[src/rtl/vrpt_ram.sv]
// Generic single-write, single-read RAM with registered read data.
`default_nettype none
module vrpt_ram #(
	parameter int WIDTH = 16,
	parameter int DEPTH = 256
) (
	input  wire logic                     clk,
	input  wire logic                     wr_en,
	input  wire logic [$clog2(DEPTH)-1:0] wr_addr,
	input  wire logic [WIDTH-1:0]         wr_data,
	input  wire logic                     rd_en,
	input  wire logic [$clog2(DEPTH)-1:0] rd_addr,
	output logic      [WIDTH-1:0]         rd_data
);

	logic [WIDTH-1:0] mem [DEPTH];

	always_ff @(posedge clk) begin
		if (wr_en) mem[wr_addr] <= wr_data;
		if (rd_en) rd_data <= mem[rd_addr];
	end

endmodule
`default_nettype wire

[config.mk]
export PLATFORM = sky130hd
export DESIGN_NAME = vrpt_ram
export DESIGN_NICKNAME = d
export VERILOG_FILES = /design/src/rtl/vrpt_ram.sv
export SDC_FILE = /design/constraint.sdc
export NUM_CORES = 2
export LEC_CHECK = 0
export ABC_AREA = 0
export BUFFER_PORTS_ARGS = -buffer_cell sky130_fd_sc_hd__buf_4
export CAP_MARGIN = 20
export CORE_MARGIN = 2
export CORE_UTILIZATION = 45
export CTS_BUF_LIST = sky130_fd_sc_hd__clkbuf_8 sky130_fd_sc_hd__clkbuf_16
export CTS_CLUSTER_DIAMETER = 80
export DETAILED_ROUTE_END_ITERATION = 8
export PLACE_DENSITY = 0.65
export SYNTH_ARGS = -nofsm -noshare
export SYNTH_HDL_FRONTEND = slang
export SYNTH_SLANG_ARGS = --single-unit
[constraint.sdc]
create_clock -name clk -period 2.6 [get_ports clk]
set_input_delay 0.13 -clock clk [delete_from_list [all_inputs] [get_ports clk]]
set_output_delay 0.13 -clock clk [all_outputs]
set_load 0.03 [all_outputs]
==> impl_metrics.toml <==
[sta]
rsz0062_at_grt = "true"
fin_ws_ns = -0.0317
min_period_ns = 2.63
hold_viol_final = 0
clock.fmax_ghz = 0.380
finalCritPeriodShare_pct = 101
setup_violations = 2
tightestPinTransition_ns = 1.12
relSlewSlack_pct = 24.6
slew_viol_final = 0
skew_ns = 0.0755
whs_ns = 0.0883

[die]
start_util_pct = 45.1
dieArea_mm2 = 0.358
io_pins = 51
num_rows = 218
die_w_um = 598
die_h_um = 598
coreArea_mm2 = 0.352

[synthesis]
netlist_area_mm2 = 0.159
synth-adder-area-share_pct = 0
syn_avg_cell_area_um2 = 21.6
yosys.area_share.simple_pct = 1.57
synth.area.mux_share_pct = 15.5
synthXorXnorAreaFrac_pct = 0
synth_seq_cells = 4112
synth_top_family_by_area = "multiplexers"
async_flop_share_pct = 0
ys_seq_area_share_pct = 77.7
synth-compound-area-share_pct = 3.53
synth.distinct_cells = 51
yosys_warnings = 0
syn_nets = 7395
synth-edff-count = 4112
synth_cells = 7360
synth_ff_type = "edfxtp_1"

[power]
p_per_area_mw_per_mm2 = 742
ir_drop_mv = 0.605
leakagePower_nw = 60.1

[status]
violations = "setup timing"
outcome = "finished with violations"

[cells_and_area]
fin_nets = 8373
area_growth_pct = 16.7
post-route-util_pct = 52.7
drive_above_1_share_pct = 29.9

[critical_path]
crit_family = "multiplexers"
critPathBufInv = 1
worstPathMaxFanout = 1
worstPathRequired_ns = 3.30
cp-end-kind = "register"
start_kind = "register"
path_class = "reg -> reg"
arrival_ns = 3.33
crit_path_cell_trace = "mux4_2 -> mux4_2 -> a22o_4 -> o32ai_4 -> buf_6 -> nor4_4"
critPathMaxStageDelay_ns = 0.53
crit_path_top_delay_cell = "mux4_2"
cpMostUsedCell = "mux4_2"

[cts]
cts.htree.levels = 5
cts_tree = "done"
root_buffer = "clkbuf_16"
post_cts_buffers = 0
cts.sink_count = 4112
clock_latency_ns = 0.99
cts.clk_slew.worst_paths_ns = 0.06
cts_buffer_depth = 4
cts_made_buffers = 401

[routing]
finalWirelength_mm = 421
dr.pass1.iters = 6
drt-initial-drc-count = 11300
ant_nets = 0
drc_errors = 0
avgRoutedWirePerCell_um = 31.4
detail_route.vias_per_cell = 6.04
vias = 80900

[worst_hold_path]
min_path_type = "in -> reg"

[global_routing]
grtUsageMet1_pct = 31.5
grt_pass1_wl_mm = 596
grt_start_max_net_pins = 101
busiest_layer = "met2"
grt_usage_pct = 23.3
grt_overflow = 0
met3_usage_pct = 4.84
globalRouteMet2Util_pct = 37.8
grt_pass1_vias = 80900
antenna_found_initial = 34

[placement]
place.gp.congestion = 0.896
dpl.hpwl_mm = 262
place.port_buffers = 50

[job]
max_cap_viol_count = 0
repair_timing:
action | CTS | global route
hold buffers | 27 | 0
setup endpoints to repair | 12 | 14
endpoints found under the hold margin | 3302 | 0
pin swaps | 4 | 5
resized for setup | 26 | 25
synth_stat cells, drive strengths merged (35+ instances only):
cell type  number  area [µm²]
a21oi         175         876
o221ai        253        2220
nand2          38         143
edfxtp       4112      123000
mux2i         565        5660
clkbuf        230         863
o21ai          38         190
mux4          797       17900
nor2          304        1140
nor3           92         460
nand3          35         175
mux2           88         991
buf           222        1810
a22oi          43         323
o22ai         148         926
worst reg2reg max path: stages, from the launching register on:
cell and delay, ns:
edfxtp_1 0.36, mux4_2 0.50, mux4_2 0.53, a22o_4 0.34, o32ai_4 0.45, buf_6 0.17
nor4_4 0.03
cells by family after synthesis:
family | count (synthesis)
AOI/OAI and AO/OA | 786
DFF | 4112
muxes | 1450
and+or+nand+nor | 556
buffers and inverters | 456
worst paths after layout:
path	slack, ns	from	endpoint	depth (start not counted)
worst min register to register	1.22	mem[122][14]	rd_data[14]	6
worst max-delay path	-0.03	mem[55][9]	rd_data[9]	6
worst min-delay path	0.09	wr_addr[2]	mem[159][14]	5
worst max register to register	-0.03	mem[55][9]	rd_data[9]	6
registers in the layout, summed over array words and instances, names as in the netlist:
register,count
rd_data,16
mem,4096
cells in the final DEF, fill, tap and decap left out, drive strengths merged, types with 20 or more instances in the layout:
master          n
a21oi         175
a221oi         28
a22o           32
a22oi          43
buf           999
bufinv         32
clkbuf        406
clkinv        183
clkinvlp       20
dlygate4sd3    27
edfxtp       4112
inv            93
mux2           88
mux2i         565
mux4          797
nand2          38
nand3          35
nand4          26
nor2          304
nor3           92
o21ai          38
o221ai        253
o22ai         148
o32ai          21
per-layer routing:
layer  wire length (µm)  share of wire, %  vias up
met5                 74             0.018        -
met4              16400               3.9       12
met3              40500               9.6      672
met2             204000                48     4010
met1             161000                38    43000
li1                   -                 -    33300
stage by stage:
step	std cells	setup slack [ns]	setup TNS [ns]	cell area [µm²]	total power [mW]
floorplan	7360	0.221	0	159000	78.2
global placement	12600	-0.914	-9.29	172000	82.1
detailed placement	12600	-0.931	-9.36	172000	82.3
CTS	13400	-0.0268	-0.0268	185000	138
global route	13400	-0.0321	-0.0321	185000	141
finish	13400	-0.0317	-0.0357	185000	138
power by group:
part | internal (mW) | switching, mW | total (mW)
clock network | 31.6 | 24.9 | 56.6
registers | 73.1 | 0.104 | 73.2
logic | 3.02 | 4.79 | 7.81
cell type report:
cell class                      instances  area [µm²]
Fill cell                           26800      167000
Inverter                                4        27.5
Clock buffer                          405       10100
Sequential cell                      4112      123000
Multi-Input combinational cell       2792       33200
Timing Repair Buffer                 1027        9880
Tap cell                             4730        5920
Clock inverter                        324        2700
Antenna cell                           13        32.5
Note: power is estimated with default switching activity, not from simulation.
